<file path="src/sacl_pkg.sv">
package sacl_pkg;

  localparam int ADDR_WIDTH       = 32;
  localparam int STAMP_WIDTH      = 32;
  localparam int TOTAL_WIDTH      = 32;
  localparam int MAX_SET_BITS_DEF = 6;
  localparam int MAX_WAYS_DEF     = 8;

  localparam int CFG_INDEX_WIDTH = 2;
  localparam int CFG_DATA_WIDTH  = 5;

  // configuration register indexes
  localparam logic [CFG_INDEX_WIDTH-1:0] CFG_SET_BITS    = 2'd0;
  localparam logic [CFG_INDEX_WIDTH-1:0] CFG_OFFSET_BITS = 2'd1;
  localparam logic [CFG_INDEX_WIDTH-1:0] CFG_WAYS        = 2'd2;

  // access kinds
  localparam logic [1:0] CMD_LOAD   = 2'd0;
  localparam logic [1:0] CMD_STORE  = 2'd1;
  localparam logic [1:0] CMD_MODIFY = 2'd2;

  typedef struct packed {
    logic [1:0]            cmd;
    logic [ADDR_WIDTH-1:0] address;
  } in_item_t;

  typedef struct packed {
    logic [1:0]             hit_count;
    logic                   was_miss;
    logic                   was_eviction;
    logic [TOTAL_WIDTH-1:0] total_hits;
    logic [TOTAL_WIDTH-1:0] total_misses;
    logic [TOTAL_WIDTH-1:0] total_evictions;
  } out_item_t;

  typedef enum logic [2:0] {
    ST_IDLE,
    ST_LOOK,
    ST_CMP,
    ST_PICK,
    ST_UPD
  } state_t;

  typedef struct packed {
    logic latch;
    logic look;
    logic cmp;
    logic pick;
    logic upd;
  } dp_cmd_t;

endpackage

</file>
<file path="src/sacl_ctrl.sv">
module sacl_ctrl import sacl_pkg::*; (
  input  logic    clk,
  input  logic    rst,
  input  logic    in_valid,
  output logic    in_ready,
  output logic    out_valid,
  input  logic    out_ready,
  input  logic    item_nop,
  output dp_cmd_t cmd
);

  state_t state;
  state_t state_next;
  logic   out_free;

  assign out_free = !out_valid || out_ready;

  always_ff @(posedge clk) begin
    if (rst) begin
      state <= ST_IDLE;
    end else begin
      state <= state_next;
    end
  end

  always_comb begin
    state_next = state;
    case (state)
      ST_IDLE: begin
        if (in_valid) state_next = ST_LOOK;
      end
      ST_LOOK: begin
        state_next = item_nop ? ST_UPD : ST_CMP;
      end
      ST_CMP: begin
        state_next = ST_PICK;
      end
      ST_PICK: begin
        state_next = ST_UPD;
      end
      ST_UPD: begin
        // hold until the result register is free
        if (out_free) state_next = ST_IDLE;
      end
      default: begin
        state_next = ST_IDLE;
      end
    endcase
  end

  always_comb begin
    in_ready  = 1'b0;
    cmd       = '0;
    case (state)
      ST_IDLE: begin
        in_ready  = 1'b1;
        cmd.latch = in_valid;
      end
      ST_LOOK: begin
        cmd.look = 1'b1;
      end
      ST_CMP: begin
        cmd.cmp = 1'b1;
      end
      ST_PICK: begin
        cmd.pick = 1'b1;
      end
      ST_UPD: begin
        cmd.upd = out_free;
      end
      default: begin
        cmd = '0;
      end
    endcase
  end

  always_ff @(posedge clk) begin
    if (rst) begin
      out_valid <= 1'b0;
    end else if (cmd.upd) begin
      out_valid <= 1'b1;
    end else if (out_ready) begin
      out_valid <= 1'b0;
    end
  end

endmodule

</file>
<file path="config.mk">
export PLATFORM = sky130hd
export DESIGN_NAME = sacl_ctrl
export DESIGN_NICKNAME = d
export VERILOG_FILES = /design/src/sacl_pkg.sv /design/src/sacl_ctrl.sv
export SDC_FILE = /design/constraint.sdc
export NUM_CORES = 1
export LEC_CHECK = 0
export BUFFER_PORTS_ARGS = -buffer_cell sky130_fd_sc_hd__buf_4
export CORE_AREA = 5 5 42 44
export DETAILED_ROUTE_END_ITERATION = 8
export DIE_AREA = 0 0 47 49
export PLACE_DENSITY = 0.45
export SKIP_CTS_REPAIR_TIMING = 1
export SYNTH_ARGS = -nofsm -noshare
export SYNTH_HDL_FRONTEND = slang
export SYNTH_SLANG_ARGS = --single-unit
</file>
<file path="constraint.sdc">
create_clock -name clk -period 2.2 [get_ports clk]
set_clock_uncertainty 0.15 [all_clocks]
set_input_delay 0.11 -clock clk [delete_from_list [all_inputs] [get_ports clk]]
set_output_delay 0.11 -clock clk [all_outputs]
set_load 0.03 [all_outputs]
</file>
-- Word level (Yosys, flattened, before mapping)
Cells that the tools add are included.
- word-level logic and storage cells: 25
- flip-flop bits (word level): 4
- reduce and logical (&&, ||, !) cells: 5
- muxes and demuxes: 12
- eq/ne operators: 6
- operator list (cell ; count):
    $pmux 3 s5 ; 1
    $mux 3 ; 3
    $mux 1 ; 8
    $eq 3x2->1 const B ; 2
    $ne 2x2->1 const B ; 2
    $eq 3x1->1 const B ; 1
    $eq 3x3->1 const B ; 1
    $logic_not 3->1 ; 1
    $reduce_and 2->1 ; 1
    $reduce_bool 2->1 ; 1
    $logic_not 1->1 ; 1
    $logic_or 1x1->1 ; 1

-- Logic depth before layout (Yosys ltp)
- depth after elaboration: 4
- gate-level depth with buffers: 2
- gate-level depth less buffers: 2

-- Worst setup path before layout
OpenSTA, ideal clock, no wires.
- kind: reg2out
- start: register state[2]
- end: output port cmd[4] (netlist bit)
- arrival: 1.485 ns
- buffers on the path: 0
- cell stages (with the launch flop): 3
- slack: 0.455 ns
- path through: dfxtp_1 nor3_1 and2_1
- RTL lines (item ; RTL line ; text):
    start, declared ; sacl_ctrl.sv:12 ; state_t state;
    start signal, assigned ; sacl_ctrl.sv:22 ; state <= state_next;
    end, declared ; sacl_ctrl.sv:9 ; output dp_cmd_t cmd

==> out/qor.yml <==
power:
  pwr-share-seq: 0.366
  clkPwrFrac: 0.397
  p_sw_mw: 0.0616
  p_int_mw: 0.161
  powerDensity_nw_per_um2: 650
  cellLeakagePower_nw: 0.145
  peakVddDrop_mv: 0.257
  combPwrFrac: 0.238
  swShare: 0.276
sta:
  min_period_ns: 1.62
  timing.final.ws_setup_ns: 0.583
  rsz0062_at_grt: "false"
  worst_pin_slew_ns: 0.214
  worst_hold_slack_ns: 0.0222
  fmax_mhz: 618
  finalCritPeriodShare: 0.735
  timing.setup.tns_ns: 0
  slew_viol_final: 0
  hold_violations: 0
  setup_viol: 0
  slew_headroom: 0.856
setup_path:
  r2r_cells: 2
  regToRegSetupSlack_ns: 1.00
  rr_startpoint: "state[0]"
  reg2reg_to: "state[1]"
  worstSetupPathType: "reg2out"
  critPathCaptureType: "output pin"
  cp_max_fo: 6
  start_kind: "flip-flop"
  cp-startpoint: "state[2]"
  arrival_ns: 1.36
  required_ns: 1.94
drt:
  antenna_left: 0
  wl_per_cell_um: 9.50
  finalWirelength_um: 513
  vias: 213
  drcViolationCount: 0
  first_iter_violations: 3
  first_pass_iters: 4
  vias_per_cell: 3.94
floorplanning:
  die_y_um: 49
  die_w_um: 47
  num_rows: 14
  die_area_um2: 2300
  initial_core_util: 0.148
  core_um2: 1400
  io-pin-count: 12
hold_path:
  holdCritPathClass: "in2reg"
  hold_start: "out_ready"
  min_delay_path_depth: 3
  worst_hold_path.endpoint: "state[2]"
yosys:
  ys_types: 16
  synth_area_per_cell_um2: 9.03
  postSynthRegisterBits: 4
  synth_warnings: 0
  synthCells: 23
  syn_area_um2: 208
  ys_seq_area_frac: 0.386
  syn-num-nets: 28
status:
  status: "completed"
grt:
  grt_usage: 0.0521
  grt_pass1_vias: 190
  grt_max_degree: 9
  grt_first_pass_wirelength_um: 793
  antenna_found_initial: 0
  grt_overflow: 0
cells_and_area:
  num_antenna_cells: 0
  fillers: 158
  syn_to_final_growth_pct: 65.1
  stdcell_count: 54
  drive_gt1_frac: 0.500
  fin_nets: 45
clock_network:
  numCtsBuffers: 3
  clk_latency_ns: 0.23
  clk_pin_slew_worst_paths_ns: 0.03
  cts_tree: "built"
  cts_buffer_depth: 2
  cts.htree.levels: 1
  clock_sinks: 4
  root_buffer: "clkbuf_4"
job:
  drv_cap: 0
placement:
  port_buffers: 11
  dp.cells: 50
  dp_hpwl_um: 406
  gp_congestion: 0.653
  dp_slack_ns: 0.809
## worst max-delay path, cell delays in order, from the launching register on
cell and delay (ns):
dfxtp_1 0.42, or3b_4 0.43, nor2b_1 0.12, buf_4 0.16
## layer usage
| layer | global-route usage | part of all wire | up-vias | wire, µm |
|---|---|---|---|---|
| met5 | 0 | 0 | - | 0 |
| met4 | 0 | 0 | 0 | 0 |
| met3 | 0.0664 | 0.22 | 0 | 112 |
| met2 | 0.0543 | 0.35 | 16 | 178 |
| met1 | 0.0703 | 0.43 | 86 | 222 |
| li1 | - | - | 111 | - |
## area by class of cell
type | count | area (µm²) | share of cell area
Multi-Input combinational cell | 18 | 124 | 0.361
Clock buffer | 3 | 22.5 | 0.0657
Tap cell | 16 | 20.0 | 0.0584
Timing Repair Buffer | 12 | 92.6 | 0.270
Sequential cell | 4 | 80.1 | 0.234
Inverter | 1 | 3.75 | 0.0109
## layout by cell type (no fill, tap or decap), drive strengths merged
| cell | n |
|---|---|
| buf | 11 |
| nor2 | 5 |
| dfxtp | 4 |
| clkbuf | 3 |
| or3b | 3 |
| or2b | 2 |
| nand2b | 1 |
| nor2b | 1 |
| inv | 1 |
| nor3 | 1 |
| and2 | 1 |
| nor4 | 1 |
| a211oi | 1 |
| o32ai | 1 |
| a21oi | 1 |
| dlygate4sd3 | 1 |
## power by group through the flow
stage	combinational (mW)	sequential [mW]	clock, mW
final	0.0529	0.0815	0.0885
after global routing	0.0568	0.0822	0.102
after CTS	0.0522	0.0816	0.0939
after detailed placement	0.0521	0.0827	0
after global placement	0.0518	0.0830	0
after floorplan	0.0298	0.0822	0
## sequential cells by signal, indices dropped and copies added, names as in the netlist
signal,flops
state,3
out_valid,1
## kinds of logic after synthesis
group,Yosys count,share of synthesized area
buf+inv,1,0.0181
compound gates,3,0.145
flops,4,0.386
simple gates,15,0.452
## worst max-delay path by stage
stage	to	slack, ns
6_report	cmd[0]	0.58
5_1_grt	cmd[0]	0.52
4_1_cts	cmd[0]	0.56
3_5_place_dp	cmd[0]	0.81
3_3_place_gp	cmd[0]	0.81
2_1_floorplan	cmd[4]	0.45
## synth_stat cells
cell | n | share of area
o32ai_1 | 1 | 0.042
or2b_2 | 1 | 0.042
inv_1 | 1 | 0.018
nand2b_1 | 1 | 0.030
nor4_1 | 1 | 0.030
and2_1 | 1 | 0.030
nor3_1 | 1 | 0.024
or3b_2 | 1 | 0.042
or2b_1 | 1 | 0.036
nor2b_1 | 1 | 0.030
or3b_4 | 1 | 0.054
a211oi_2 | 1 | 0.060
nor2_1 | 5 | 0.090
or3b_1 | 1 | 0.042
dfxtp_1 | 4 | 0.39
a21oi_2 | 1 | 0.042
## through the flow
step	power [mW]	util	area (µm²)
floorplan	0.112	-	208
global placement	0.135	0.221	310
detailed placement	0.135	0.221	310
CTS	0.228	0.238	333
global route	0.241	0.245	343
finish	0.223	0.245	343
Power figures use the tool's default switching activity.
